$ cat src/hdl/tev_pkg.sv
// types, constants and coordinate mapping shared by the touch event qualifier
package tev_pkg;

    // panel and display geometry
    localparam int PANEL_WIDTH   = 450;
    localparam int PANEL_HEIGHT  = 600;
    localparam int SCREEN_WIDTH  = 600;
    localparam int SCREEN_HEIGHT = 450;

    localparam logic [15:0] PANEL_W_M1   = 16'(PANEL_WIDTH - 1);
    localparam logic [15:0] PANEL_H_M1   = 16'(PANEL_HEIGHT - 1);
    localparam logic [15:0] DISPLAY_W_M1 = 16'(SCREEN_WIDTH - 1);
    localparam logic [15:0] DISPLAY_H_M1 = 16'(SCREEN_HEIGHT - 1);

    // failure and release thresholds
    localparam logic [2:0] FAIL_LIMIT      = 3'd5;
    localparam logic [2:0] FAIL_CNT_MAX    = 3'd7;
    localparam logic [1:0] RELEASE_CONFIRM = 2'd2;
    localparam logic [1:0] EMPTY_CNT_MAX   = 2'd3;

    // configuration register indexes
    localparam int          CFG_IDX_W          = 3;
    localparam logic [2:0]  REG_POLL_INTERVAL  = 3'd0;
    localparam logic [2:0]  REG_FAIL_BACKOFF   = 3'd1;
    localparam logic [2:0]  REG_RECOVERY_RETRY = 3'd2;
    localparam logic [2:0]  REG_IGNORE_INIT    = 3'd3;
    localparam logic [2:0]  REG_ORIENTATION    = 3'd4;

    // orientation codes
    localparam logic [1:0] ORIENT_PORTRAIT       = 2'd0;
    localparam logic [1:0] ORIENT_PORTRAIT_FLIP  = 2'd1;
    localparam logic [1:0] ORIENT_LANDSCAPE      = 2'd2;
    localparam logic [1:0] ORIENT_LANDSCAPE_FLIP = 2'd3;

    // event phase codes
    localparam logic [1:0] PHASE_START = 2'd0;
    localparam logic [1:0] PHASE_MOVE  = 2'd1;
    localparam logic [1:0] PHASE_END   = 2'd2;

    // reset values of the configuration registers
    localparam logic [15:0] RST_POLL_INTERVAL  = 16'd10;
    localparam logic [15:0] RST_FAIL_BACKOFF   = 16'd50;
    localparam logic [15:0] RST_RECOVERY_RETRY = 16'd1000;
    localparam logic [15:0] RST_IGNORE_INIT    = 16'd0;

    typedef struct packed {
        logic [31:0] now_ms;
        logic        gate_idle;
        logic        read_ok;
        logic        decode_ok;
        logic        touched;
        logic [15:0] phys_x;
        logic [15:0] phys_y;
        logic        probe_ok;
    } t_in_beat;

    typedef struct packed {
        logic        event_valid;
        logic        touch_held;
        logic [15:0] touch_x;
        logic [15:0] touch_y;
        logic [1:0]  phase;
        logic        ready_res;
    } t_out_beat;

    typedef struct packed {
        logic [15:0] poll_interval_ms;
        logic [15:0] failure_backoff_ms;
        logic [15:0] recovery_retry_ms;
        logic [15:0] ignore_after_init_ms;
        logic [1:0]  orientation;
    } t_cfg;

    typedef struct packed {
        logic        initialized;
        logic [31:0] last_poll_time;
        logic [31:0] backoff_until;
        logic [31:0] ignore_until;
        logic [2:0]  read_failures;
        logic [1:0]  empty_count;
        logic        active;
        logic [15:0] last_x;
        logic [15:0] last_y;
    } t_track;

    typedef struct packed {
        logic [15:0] x;
        logic [15:0] y;
    } t_xy;

    function automatic logic [15:0] clamp_to(input logic [15:0] v, input logic [15:0] top);
        return (v < top) ? v : top;
    endfunction

    function automatic t_xy map_xy(input logic [1:0] orient, input logic [15:0] px,
                                   input logic [15:0] py);
        t_xy         r;
        logic [15:0] fx;
        logic [15:0] fy;
        fx = PANEL_W_M1 - px;
        fy = PANEL_H_M1 - py;
        case (orient)
            ORIENT_PORTRAIT: begin
                r.x = px;
                r.y = py;
            end
            ORIENT_PORTRAIT_FLIP: begin
                r.x = fx;
                r.y = fy;
            end
            ORIENT_LANDSCAPE: begin
                r.x = clamp_to(fy, DISPLAY_W_M1);
                r.y = clamp_to(px, DISPLAY_H_M1);
            end
            ORIENT_LANDSCAPE_FLIP: begin
                r.x = clamp_to(py, DISPLAY_W_M1);
                r.y = clamp_to(fx, DISPLAY_H_M1);
            end
            default: begin
                r = '0;
            end
        endcase
        return r;
    endfunction

endpackage

$ cat src/hdl/tev_step.sv
// next-state and result logic for one poll attempt
module tev_step (
    input  tev_pkg::t_cfg      i_cfg,
    input  tev_pkg::t_track    i_state,
    input  tev_pkg::t_in_beat  i_beat,
    output tev_pkg::t_track    o_state,
    output tev_pkg::t_out_beat o_res
);
    import tev_pkg::*;

    logic [31:0] sum_fail;
    logic [31:0] sum_retry;
    logic [31:0] sum_ignore;
    logic [31:0] since_poll;
    logic        due_backoff;
    logic        due_poll;
    logic [2:0]  fail_inc;
    logic [1:0]  empty_inc;
    logic        release_done;
    t_xy         mapped;

    assign sum_fail     = i_beat.now_ms + 32'(i_cfg.failure_backoff_ms);
    assign sum_retry    = i_beat.now_ms + 32'(i_cfg.recovery_retry_ms);
    assign sum_ignore   = i_beat.now_ms + 32'(i_cfg.ignore_after_init_ms);
    assign since_poll   = i_beat.now_ms - i_state.last_poll_time;
    assign due_backoff  = i_beat.now_ms >= i_state.backoff_until;
    assign due_poll     = since_poll >= 32'(i_cfg.poll_interval_ms);
    assign fail_inc     = (i_state.read_failures < FAIL_CNT_MAX) ?
                          i_state.read_failures + 3'd1 : i_state.read_failures;
    assign empty_inc    = (i_state.empty_count < EMPTY_CNT_MAX) ?
                          i_state.empty_count + 2'd1 : i_state.empty_count;
    assign release_done = empty_inc >= RELEASE_CONFIRM;
    assign mapped       = map_xy(i_cfg.orientation, i_beat.phys_x, i_beat.phys_y);

    always_comb begin
        logic do_release;
        do_release = 1'b0;
        o_state    = i_state;
        o_res      = '0;

        if (!i_state.initialized) begin
            // recovery attempt
            if (due_backoff) begin
                o_state             = '0;
                o_state.initialized = i_beat.probe_ok;
                if (i_beat.probe_ok) begin
                    if (i_cfg.ignore_after_init_ms != '0) begin
                        o_state.ignore_until = sum_ignore;
                    end
                end else begin
                    o_state.backoff_until = sum_retry;
                end
            end
        end else if (due_backoff && due_poll) begin
            o_state.last_poll_time = i_beat.now_ms;
            if (i_beat.gate_idle) begin
                do_release = 1'b1;
            end else if (!i_beat.read_ok) begin
                o_state.backoff_until = sum_fail;
                o_state.read_failures = fail_inc;
                if (fail_inc >= FAIL_LIMIT) begin
                    o_state.initialized   = 1'b0;
                    o_state.active        = 1'b0;
                    o_state.empty_count   = '0;
                    o_state.backoff_until = sum_retry;
                end
            end else begin
                o_state.read_failures = '0;
                if (!i_beat.decode_ok) begin
                    o_state.backoff_until = sum_fail;
                end else if (!i_beat.touched) begin
                    do_release = 1'b1;
                end else if (i_beat.now_ms < i_state.ignore_until) begin
                    o_state.active      = 1'b0;
                    o_state.empty_count = '0;
                end else begin
                    o_state.backoff_until = '0;
                    o_state.empty_count   = '0;
                    o_state.active        = 1'b1;
                    o_state.last_x        = mapped.x;
                    o_state.last_y        = mapped.y;
                    o_res.event_valid     = 1'b1;
                    o_res.touch_held      = 1'b1;
                    o_res.touch_x         = mapped.x;
                    o_res.touch_y         = mapped.y;
                    o_res.phase           = i_state.active ? PHASE_MOVE : PHASE_START;
                end
            end
        end

        // empty sample while a touch is held
        if (do_release && i_state.active) begin
            if (release_done) begin
                o_state.active      = 1'b0;
                o_state.empty_count = '0;
                o_res.event_valid   = 1'b1;
                o_res.touch_held    = 1'b0;
                o_res.touch_x       = i_state.last_x;
                o_res.touch_y       = i_state.last_y;
                o_res.phase         = PHASE_END;
            end else begin
                o_state.empty_count = empty_inc;
            end
        end

        o_res.ready_res = o_state.initialized;
    end

endmodule

$ cat src/hdl/touch_event_qualifier.sv
// touch event qualifier top level: registers, handshakes and configuration
//
//  channel   direction  handshake                  payload
//  in        sink       i_in_valid / o_in_stall    i_in  (t_in_beat)
//  out       source     o_out_valid / i_out_stall  o_out (t_out_beat)
//  cfg       sink       i_cfg_valid / o_cfg_ready  i_cfg_index, i_cfg_data
//
//  a beat accepted into the input register has its result written into the
//  result register when it advances, and leaves from there; one beat per
//  cycle is sustained while the result side does not stall, the tracking
//  state being updated by a single combinational pass between the input and result registers
//  reset is synchronous and active low; it clears tracking state and loads
//  the configuration defaults
//  a stalled result holds; the input register still takes one more beat
//  behind it, after which o_in_stall rises
//  configuration writes are always taken (o_cfg_ready stays high)
module touch_event_qualifier (
    input  logic                          i_clk,
    input  logic                          i_rst_n,
    input  logic                          i_in_valid,
    output logic                          o_in_stall,
    input  tev_pkg::t_in_beat             i_in,
    output logic                          o_out_valid,
    input  logic                          i_out_stall,
    output tev_pkg::t_out_beat            o_out,
    input  logic                          i_cfg_valid,
    output logic                          o_cfg_ready,
    input  logic [tev_pkg::CFG_IDX_W-1:0] i_cfg_index,
    input  logic [15:0]                   i_cfg_data
);
    import tev_pkg::*;

    // input register
    logic      r_in_valid;
    t_in_beat  r_in;
    // result register
    logic      r_out_valid;
    t_out_beat r_out;
    // configuration and tracking state
    t_cfg      r_cfg;
    t_cfg      n_cfg;
    t_track    r_state;
    t_track    n_state;

    t_track    step_state;
    t_out_beat step_res;
    logic      in_accept;
    logic      advance;
    logic      cfg_write;

    tev_step u_step (
        .i_cfg   (r_cfg),
        .i_state (r_state),
        .i_beat  (r_in),
        .o_state (step_state),
        .o_res   (step_res)
    );

    // the held beat moves on when the result register is free or draining
    assign advance     = r_in_valid && (!r_out_valid || !i_out_stall);
    assign o_in_stall  = r_in_valid && r_out_valid && i_out_stall;
    assign in_accept   = i_in_valid && !o_in_stall;
    assign o_cfg_ready = 1'b1;
    assign cfg_write   = i_cfg_valid && o_cfg_ready;
    assign o_out_valid = r_out_valid;
    assign o_out       = r_out;

    // register writes; a changed orientation clears the tracking state but for initialized and the last coordinates
    always_comb begin
        n_cfg   = r_cfg;
        n_state = advance ? step_state : r_state;
        if (cfg_write) begin
            case (i_cfg_index)
                REG_POLL_INTERVAL:  n_cfg.poll_interval_ms     = i_cfg_data;
                REG_FAIL_BACKOFF:   n_cfg.failure_backoff_ms   = i_cfg_data;
                REG_RECOVERY_RETRY: n_cfg.recovery_retry_ms    = i_cfg_data;
                REG_IGNORE_INIT:    n_cfg.ignore_after_init_ms = i_cfg_data;
                REG_ORIENTATION: begin
                    if (i_cfg_data[1:0] != r_cfg.orientation) begin
                        n_cfg.orientation      = i_cfg_data[1:0];
                        n_state.active         = 1'b0;
                        n_state.last_poll_time = '0;
                        n_state.backoff_until  = '0;
                        n_state.ignore_until   = '0;
                        n_state.read_failures  = '0;
                        n_state.empty_count    = '0;
                    end
                end
                default: begin
                    n_cfg = r_cfg;
                end
            endcase
        end
    end

    always_ff @(posedge i_clk) begin
        if (!i_rst_n) begin
            r_in_valid                 <= 1'b0;
            r_out_valid                <= 1'b0;
            r_state                    <= '0;
            r_cfg.poll_interval_ms     <= RST_POLL_INTERVAL;
            r_cfg.failure_backoff_ms   <= RST_FAIL_BACKOFF;
            r_cfg.recovery_retry_ms    <= RST_RECOVERY_RETRY;
            r_cfg.ignore_after_init_ms <= RST_IGNORE_INIT;
            r_cfg.orientation          <= ORIENT_PORTRAIT;
        end else begin
            r_cfg   <= n_cfg;
            r_state <= n_state;
            if (in_accept) begin
                r_in_valid <= 1'b1;
            end else if (advance) begin
                r_in_valid <= 1'b0;
            end
            if (advance) begin
                r_out_valid <= 1'b1;
            end else if (!i_out_stall) begin
                r_out_valid <= 1'b0;
            end
        end
    end

    // payload registers
    always_ff @(posedge i_clk) begin
        if (in_accept) begin
            r_in <= i_in;
        end
        if (advance) begin
            r_out <= step_res;
        end
    end

endmodule

$ cat config.mk
export PLATFORM = sky130hd
export DESIGN_NAME = touch_event_qualifier
export DESIGN_NICKNAME = d
export VERILOG_FILES = /design/src/hdl/tev_pkg.sv /design/src/hdl/tev_step.sv /design/src/hdl/touch_event_qualifier.sv
export SDC_FILE = /design/constraint.sdc
export NUM_CORES = 1
export LEC_CHECK = 0
export ABC_AREA = 1
export BUFFER_PORTS_ARGS = -buffer_cell sky130_fd_sc_hd__buf_2
export CAP_MARGIN = 20
export CORE_MARGIN = 2
export CORE_UTILIZATION = 30
export CTS_BUF_LIST = sky130_fd_sc_hd__clkbuf_8
export CTS_CLUSTER_DIAMETER = 150
export CTS_CLUSTER_SIZE = 20
export DETAILED_ROUTE_END_ITERATION = 8
export SYNTH_ARGS = -nofsm -noshare
export SYNTH_HDL_FRONTEND = slang
export SYNTH_SLANG_ARGS = --single-unit
$ cat constraint.sdc
create_clock -name i_clk -period 3.7 [get_ports i_clk]
set_input_delay 0.185 -clock i_clk [delete_from_list [all_inputs] [get_ports i_clk]]
set_output_delay 0.185 -clock i_clk [all_outputs]
set_load 0.1 [all_outputs]
---- Word-level counts from Yosys, hierarchy flattened ----
Index checks and enable logic that the tools add are counted.
Widths: inputs -> output; s select.
operators by class
  eq/ne operators ......................... 15
  $lt $le $gt $ge ......................... 11
  reductions and logical operators ........ 21
  multiplexer cells ....................... 60
  add/subtract/negate cells ............... 8
operators by type and width
  kind                    count
  $mux 32                 12
  $mux 36                 9
  $mux 102                3
  $mux 135                1
  $mux 134                1
  $mux 65                 2
  $pmux 32 s4             1
  $mux 38                 3
  $add 32x16->32          3
  $mux 35                 2
  $mux 16                 4
  $ge 32x16->1            1
  $ge 32x32->1            1
  $lt 16x10->1 const B    2
  $lt 16x9->1 const B     2
  $lt 32x32->1            1
  $sub 32x32->32          1
  $mux 1                  16
  $reduce_bool 16->1      1
  $sub 10x16->16 const A  1
  $sub 9x16->16 const A   1
  $ne 2x2->1 const B      5
  $mux 3                  3
  $reduce_and 2->1        4
  23 further kinds        35
word-level totals
  register bits after elaboration ......... 309
  bits of input ports ..................... 93
  output and inout bits ................... 40
  word-level logic and storage cells ...... 145

---- Longest topological paths before layout ----
Gate-level depths: netlist (run 1).
  depth in word-level cells ............... 17
  depth in mapped cells ................... 30
  depth with buffers taken out ............ 29

---- Modules after synthesis ----
A second synthesis (run 1) with hierarchy kept.
unflattened totals
  cell total of the unflattened synthesis .. 3785
  area, all modules ....................... 24131.9 µm²
by module, submodules not included
  module                 area an instance (µm²)  cells an instance  seq. area each (µm²)  times used
  tev_step               13166.4                 2567               0.0                   1
  touch_event_qualifier  10965.5                 1218               7247.0                1

---- Worst setup path before layout (run 1) ----
Ideal clock, no wire load.
  path type ............................... reg-to-reg
  from .................................... reg r_out_valid, in the netlist o_out_valid
  to ...................................... reg r_in[0] in the netlist's numbering (enable)
  arrival time ............................ 3.499 ns
  data required time ...................... 3.137 ns
  setup time .............................. 0.563 ns
  cell stages (with the launch flop) ...... 6
  buffers on the path ..................... 0
  period minus slack after synthesis ...... 4.062 ns
  setup slack ............................. -0.362 ns
  cell sequence ........................... dfxtp_1 nand2_1 nor2_1 inv_1 nand2_1 inv_1
between the ends
  longest elaborated chain between the ends .. 4
RTL lines
  element                          RTL line                      source
  start: declaration               touch_event_qualifier.sv:37   logic r_out_valid;
  start signal: assignment         touch_event_qualifier.sv:99   r_out_valid <= 1'b0;
  start signal: assignment         touch_event_qualifier.sv:115  r_out_valid <= 1'b1;
  start signal: assignment         touch_event_qualifier.sv:117  r_out_valid <= 1'b0;
  $logic_and 1x1->1 (2 in series)  touch_event_qualifier.sv:61   assign o_in_stall = r_in_valid && r_out_valid && i_out_stall;
  named net o_in_stall             touch_event_qualifier.sv:21   output logic o_in_stall,
  $logic_not 1->1                  touch_event_qualifier.sv:62   assign in_accept = i_in_valid && !o_in_stall;
  $logic_and 1x1->1                touch_event_qualifier.sv:62
  named net in_accept              touch_event_qualifier.sv:47   logic in_accept;
  end signal: assignment           touch_event_qualifier.sv:125  r_in <= i_in;
  end: declaration                 touch_event_qualifier.sv:35   t_in_beat r_in;
The timed path passes the listed nets, and every way through them passes these cells.
A chain may end at the register's enable or synchronous reset.

---- Final worst setup path (run 1) ----
  from .................................... reg r_in[43] in the netlist's numbering
  to ...................................... reg r_state[13] in the netlist's numbering
between the ends
  longest elaborated chain between the ends .. 5
  elaborated cells between the ends (all ways) .. 9
  those cells by class .................... 1 x add/sub; 3 x order compare; 2 x eq/ne; 3 x reduce/logical
RTL lines
  element                         RTL line                      source
  $sub 32x32->32                  tev_step.sv:25                assign since_poll = i_beat.now_ms - i_state.last_poll_time;
  $ge 32x16->1                    tev_step.sv:27                assign due_poll = since_poll >= 32'(i_cfg.poll_interval_ms);
  $logic_and 1x1->1               tev_step.sv:54                end else if (due_backoff && due_poll) begin
  $ne 2x1->1 (no line)            --
  $reduce_and 8->1 (no line) (*)  --
  end signal: assignment          touch_event_qualifier.sv:108  r_state <= n_state;
  end: declaration                touch_event_qualifier.sv:42   t_track r_state;
Mark *: on every way between the ends. The rest lies on a longest branch, timed or not.

==> impl_results.md, run 1 <==
* Final period util at 99.2%
* Placed insts at 4413
* Hold Crit Class: in2reg
* # fillers at 7805
* Main synth FF type: dfxtp_1
* Post-synthesis register bit count at 309
* TritonCTS buffer count at 19
* Tightest Pin Transition at 1.01 ns
* Die X at 274 um
* XOR/XNOR Fraction of Synth Area at 3.60%
* CTS tree: built
* Worst VDD drop at 243 uV
* Compound-cell area share of the yosys netlist at 14.8%
* Multi-input logic area at ~13000 sq um
* Syn_nets at 3513
* Synth Area per Inst at ~6.7 sq um
* Fmax achieved at 0.272 GHz
* GRT Total Usage at between 10% and 20%
* Worst-path clk slew at 0.14 ns
* Via count at 22200
* Initial cell density of the core at a little under a third
* Fin cells at 4555
* Main combinational cell family by area after synthesis: simple AND/OR/NAND/NOR gates
* H-tree depth at 1
* Seq/Total Area, Yosys at 33.1%
* Drt pass-1 iters at 5
* Vias in the first global route at approximately 20000
* Die Ht at between 200 and 300 um
* Share of post-route cells with drive strength above 1 at 12.8%
* Largest net degree at the start of global routing at 98
* Hold depth at 3
* Final instance area at between 20000 and 30000 sq um
* # setup viols final at 0
* Placer Congestion at 0.940
* Initial antenna violation count at 3
* Area post-placement at approximately 25000 sq um
* Syn. warnings at 0
* Final hold slack at approximately 0.073 ns
* Wire per inst at roughly 17 um
* Core area at 72600 sq um
* Row count at slightly below 100
* Worst Path Max Fanout at 14
* Setup crit end kind: flop
* Antenna Nets Post-Route at 0
* Final nets at 3843
* Post-Route WL at 75500 um
* RSZ-0062 raised after global routing: true
* Post-Synth Simple-Gate Area at 28.6%
* Drt via density at 4.87
* IO Pins at 133
* Critical Path Start Type: flop
* Fin. Hold Viols at 0
* CP Class: reg2reg
* Status: finished, final reports clean
* Worst Path Required at 4.25 ns
* First-pass GRT wire length at 114000 um
* Hpwl dp at 56600 um
* Worst slew margin at 32.7%
* GRT overflow at 0
* Final TNS setup at 0 ns
* Async SR Flop Fraction at 0%
* Adder-cell share of the synthesized area at 9.61%
* Root Buffer: clkbuf_8
* Syn Std Cell Area at 21900 sq um
* PD cells at around 290 nW/um^2
* DP Worst Slack at -0.0437 ns
* Max cap viols at 0
* Post-synth EDFFs at 106
* Period minus WS final at between 3 and 4 ns
* Starting DRT DRC Count at 1877
* Post-synthesis mux area share at 0%
* Setup Skew at approximately 0.067 ns
* Post-Syn Instances at 3254
* Clk sinks at 309
* WP data arrival at 4.23 ns
* Reg2reg path depth at 26
* Area Overhead vs Synth at 22.0%
* Leakage power at 12.1 nW
* Setup ws final at 0.0278 ns
* # DRC at 0
* Clk_lat worst skew at 0.65 ns
* Netlist cell types at 54
* Die area at 75200 sq um
* Port bufs at 131
* Clk buf depth at 3
* Register Area at roughly 7200 sq um
* Pins Over Slew Limit at 0
## metrics by stage
step	utilization [%]	power, mW
6_report	36.8	7.81
5_1_grt	36.8	8.26
4_1_cts	35.9	7.72
3_5_place_dp	34.1	5.95
3_3_place_gp	34.1	5.94
2_1_floorplan	-	5.21
## sequential cells by signal, summed over array words and instances, names as in the netlist
signal	count
r_in	69
o_out_valid	1
o_out	37
r_state	135
r_cfg	66
r_in_valid	1
## metal layers
layer | vias up | track usage (%) | part of all wire [%]
met3 | 117 | 2.54 | 5.6
met5 | - | 0 | 0.0093
met2 | 603 | 31.4 | 45
li1 | 11200 | - | -
met4 | 2 | 5.92 | 3.3
met1 | 10200 | 26.2 | 46
## synthesized netlist by cell type (17+ instances only)
master / count / share of area [%]
xor2_1: 67 / 2.7
o211ai_1: 17 / 0.58
o22ai_1: 41 / 1.2
ha_1: 162 / 9.2
o21ai_0: 204 / 4.7
clkbuf_1: 58 / 0.99
nand4_1: 35 / 1.0
nor3_1: 34 / 0.78
nand3_1: 174 / 4.0
nand2_1: 840 / 14
nor2_1: 382 / 6.5
inv_1: 476 / 8.2
dfxtp_1: 203 / 19
a22oi_1: 18 / 0.62
edfxtp_1: 106 / 15
xnor2_1: 23 / 0.92
a21oi_1: 244 / 5.6
## power by group
group / total [mW] / internal, mW / switching, mW
combinational: 2.34 / 0.858 / 1.48
sequential: 3.78 / 3.66 / 0.112
clock: 1.70 / 0.493 / 1.20
total: 7.81 / 5.02 / 2.80
## layout by cell type (no fill, tap or decap), drive strengths merged, types with 93 or more instances in the layout
master	n
o21ai	206
dlygate4sd3	93
nor2	391
edfxtp	106
ha	162
a21oi	244
dfxtp	203
nand3	178
nand2	844
buf	302
inv	497
## layout make-up
class	instances	area share, %
antenna	2	0.0187
clock buffer	19	0.978
clock inverter	12	0.229
inverter	490	6.92
multi-input combinational	2362	48.2
sequential	309	27.1
tap	959	4.49
timing repair buffer	402	12.1
## logic make-up after synthesis
family,Yosys count
AND/OR/NAND/NOR,1517
AO/OA/AOI/OAI,588
buffers and inverters,583
flip-flops,309
adder cells (fa/ha/maj),166
XOR/XNOR,90
other,1
## worst max-delay path, stage by stage, from the launching register on
cell       delay, ns
edfxtp_1        0.47
ha_4            0.27
nand2_1         0.06
nand2_1         0.10
nand2_1         0.07
nand2_1         0.08
a21oi_1         0.16
nand2_1         0.10
xor2_1          0.16
ha_1            0.32
a21oi_2         0.16
nor2_1          0.06
a211oi_1        0.16
nand2_1         0.08
nor2_1          0.08
nand2_1         0.07
nor2_2          0.09
nand2_2         0.07
nor2_4          0.17
nand2_8         0.11
nand2_8         0.11
nand2_4         0.09
nand4_4         0.18
clkbuf_16       0.22
nand2_1         0.06
nand2_1         0.06
nor2_1          0.05
## path summary, 6_finish.rpt
check                       from      endpoint  slack, ns
setup / recovery        r_in[43]   r_state[13]       0.03
hold / removal    i_cfg_index[1]      r_cfg[2]       0.07
setup reg to reg        r_in[43]   r_state[13]       0.03
hold reg to reg     r_state[121]  r_state[121]       0.47
## what timing repair did
item,in CTS,in global routing
hold endpoints to repair,142,0
endpoints found under the setup margin,33,139
gates cloned,0,9
gates resized for setup,7,105
buffers inserted,0,8
hold buffers,93,0
pin swaps,1,18
(Power assumes the default switching activity.)
==> inputs of run 2 (changes only) <==
BUFFER_PORTS_ARGS = -buffer_cell sky130_fd_sc_hd__buf_4   (was -buffer_cell sky130_fd_sc_hd__buf_2)
CORE_MARGIN = not set   (was 2)
==> run 2 against run 1 <==
Total power rose by 0.92%. Largest power group unchanged. Die area fell by 1.5%. Critical path type unchanged. Register-to-register slack improved by 0.08 ns.
==> impl_results.md, run 2 (synthesized netlist as in run 1, its figures left out) <==
* Largest registers: r_state x135, r_in x69, r_cfg x66
* Leakage power at 12.2 nW (+1.3%)
* Status: finished, final reports clean
* Max reg flops at 135 (unchanged)
* Worst setup path endpoint: o_out[26]
* PD cells at 290 nW/um^2 (-0.93%)
* Post-Route WL at 77200 um (+2.2%)
* Largest net degree at the start of global routing at 65 (-34%)
* Biggest register: r_state
* Worst VDD drop at 242 uV (about the same)
* Hpwl dp at 56900 um (+0.57%)
* Clk sinks at 309 (unchanged)
* Die X at 272 um (-0.73%)
* Setup Skew at 0.0644 ns (-0.00260 ns)
* Core area at 71900 sq um (-1.0%)
* Row count at 98 (-1.0%)
* Die Ht at 272 um (-0.73%)
* Seq pwr share at 47.9% (-0.4 points)
* Setup ws final at 0.106 ns (+0.0784 ns)
* Clk_lat worst skew at 0.64 ns (about the same)
* Crit path largest cell delay at 0.45 ns (-0.02 ns)
* Port bufs at 131 (unchanged)
* Fin. Hold Viols at 0 (unchanged)
* Worst-path clk slew at 0.14 ns (about the same)
* Placed insts at 4395 (-0.41%)
* # setup viols final at 0 (unchanged)
* Pins Over Slew Limit at 0 (unchanged)
* TritonCTS buffer count at 19 (unchanged)
* Placer Congestion at 0.946 (+0.62%)
* Setup crit end kind: flop
* Commonest non-fill, non-tap cells in the layout: nand2_1 (793), inv_1 (477), nor2_1 (371)
* Worst slew margin at 37.3% (+4.6 points)
* Register Area at 7250 sq um (about the same)
* Root Buffer: clkbuf_8
* Via count at 22300 (+0.49%)
* Fmax achieved at 0.278 GHz (+2.2%)
* # fillers at 7667 (-1.8%)
* CTS tree: built
* Vias in the first global route at 20300 (-0.22%)
* Critical Path Start Type: flop
* FF-to-FF Start: r_in[42]
* WP data arrival at 3.97 ns (-0.26 ns)
* Cell internal pwr at 5.06 mW (+0.98%)
* Initial cell density of the core at 30.5% (+0.31 points)
* R2R setup slack at 0.11 ns (+0.08 ns)
* RSZ-0062 raised after global routing: true
* Multi-input logic area at 13000 sq um (+0.64%)
* Clk buf depth at 3 (unchanged)
* Combinational power share at 30.6% (+0.7 points)
* Tightest Pin Transition at 0.936 ns (-0.0742 ns)
* GRT overflow at 0 (unchanged)
* Initial antenna violation count at 1 (-2)
* Power Total at 7.89 mW (+0.92%)
* NetSw at 2.82 mW (+0.81%)
* DP Worst Slack at -0.0461 ns (-0.00243 ns)
* Most common cell on crit path: nand2_1
* Wire per inst at 16.9 um (+2.2%)
* First-pass GRT wire length at 117000 um (+1.9%)
* Antenna Nets Post-Route at 0 (unchanged)
* Worst Path Max Fanout at 14 (unchanged)
* Most common cell after layout, fill and taps aside: nand2_1
* Max cap viols at 0 (unchanged)
* R2R Path End: o_out[26]
* Switching share of power at 35.8% (-0.040 points)
* CP max stage cell: edfxtp_1
* CP Class: reg2reg
* Starting DRT DRC Count at 2092 (+11%)
* Clock share of power at 21.5% (-0.2 points)
* GRT Total Usage at 19.7% (+0.55 points)
* Hold Crit Class: in2reg
* # DRC at 0 (unchanged)
* Area Overhead vs Synth at 24.3%
* Final period util at 97.1% (-2.1 points)
* Worst Path Required at 4.08 ns (-0.17 ns)
* H-tree depth at 1 (unchanged)
* Share of post-route cells with drive strength above 1 at 13.3% (+0.52 points)
* IO Pins at 133 (unchanged)
* Drt via density at 4.89 (+0.46%)
* Final nets at 3855 (+0.31%)
* Period minus WS final at 3.59 ns (-0.0784 ns)
* Fin cells at 4556 (+0.022%)
* Drt pass-1 iters at 6 (+1)
* Hold depth at 3 (unchanged)
* Reg2reg path depth at 26 (unchanged)
* Critical Path Source: r_in[42]
* Die area at 74100 sq um (-1.5%)
run 2: cell types whose count changed in the layout (fill, tap and decap cells not counted), moves of 4 or more:
cell / before / now
a21oi_1: 232 / 236
a21oi_2: 12 / 7
buf_2: 131 / 0
buf_4: 153 / 288
buf_6: 5 / 10
dlygate4sd3_1: 93 / 97
inv_1: 482 / 477
nand2_1: 811 / 793
nand2_2: 24 / 36
nand2_4: 6 / 11
o21ai_0: 197 / 202
o21ai_2: 7 / 0
run 2: final cells by class:
cell class	count	share of cell area, %
multi-input cells	2362	47.6
inverters	490	6.79
well taps	950	4.36
flip-flops and latches	309	26.6
clock buffers	19	0.960
diodes	1	0.00919
repair buffers	414	13.4
clock inverters	11	0.198
run 2: worst min path at each step:
stage / start / end / slack [ns]
3_5_place_dp: i_in[3] / r_in[3] / 0.36
3_3_place_gp: i_in[12] / r_in[12] / 0.36
2_1_floorplan: i_in[0] / r_in[0] / 0.28
5_1_grt: i_cfg_valid / r_cfg[4] / 0.004
4_1_cts: i_cfg_index[2] / r_cfg[0] / 0.08
6_report: i_cfg_valid / r_cfg[4] / 0.02
run 2: repair_timing:
item	4_1_cts	5_1_grt
setup endpoints to repair	47	140
endpoints found under the hold margin	136	1
resized for setup	11	124
hold buffers	96	1
pin swaps	0	37
buffers inserted	0	18
gates cloned	1	12
run 2: routing by layer:
layer | up-vias | global-route usage, % | share of wire [%]
li1 | 11300 | - | -
met1 | 10400 | 27.7 | 46
met2 | 571 | 32.8 | 47
met3 | 78 | 1.73 | 5.2
met4 | 0 | 4.05 | 1.9
met5 | - | 0 | 0
run 2: critical path: cells and delay by family, from the launching register on:
family	cells	cell delay (ns)
buf+inv	4	0.39
flops	1	0.45
fa+ha+maj	2	0.61
compound gates	1	0.08
xor+xnor	1	0.21
simple gates	18	1.59
run 2: metrics by stage:
step	hold WS, ns	cell area [sq um]	utilization [%]	setup TNS (ns)
after global placement	0.363	25000	34.7	-0.114
after detailed placement	0.364	25000	34.7	-0.768
final	0.0188	27200	37.9	0
after floorplan	0.284	21900	-	0
after global routing	0.00362	27200	37.9	-6.48
after CTS	0.0819	26300	36.6	0
run 2: power groups by stage:
stage               Combinational, mW  Sequential (mW)  Clock [mW]
CTS                              2.23             3.78        1.74
floorplan                        1.29             3.92           0
global route                     2.66             3.80        1.86
finish                           2.41             3.78        1.70
detailed placement               2.13             3.85           0
global placement                 2.12             3.85           0
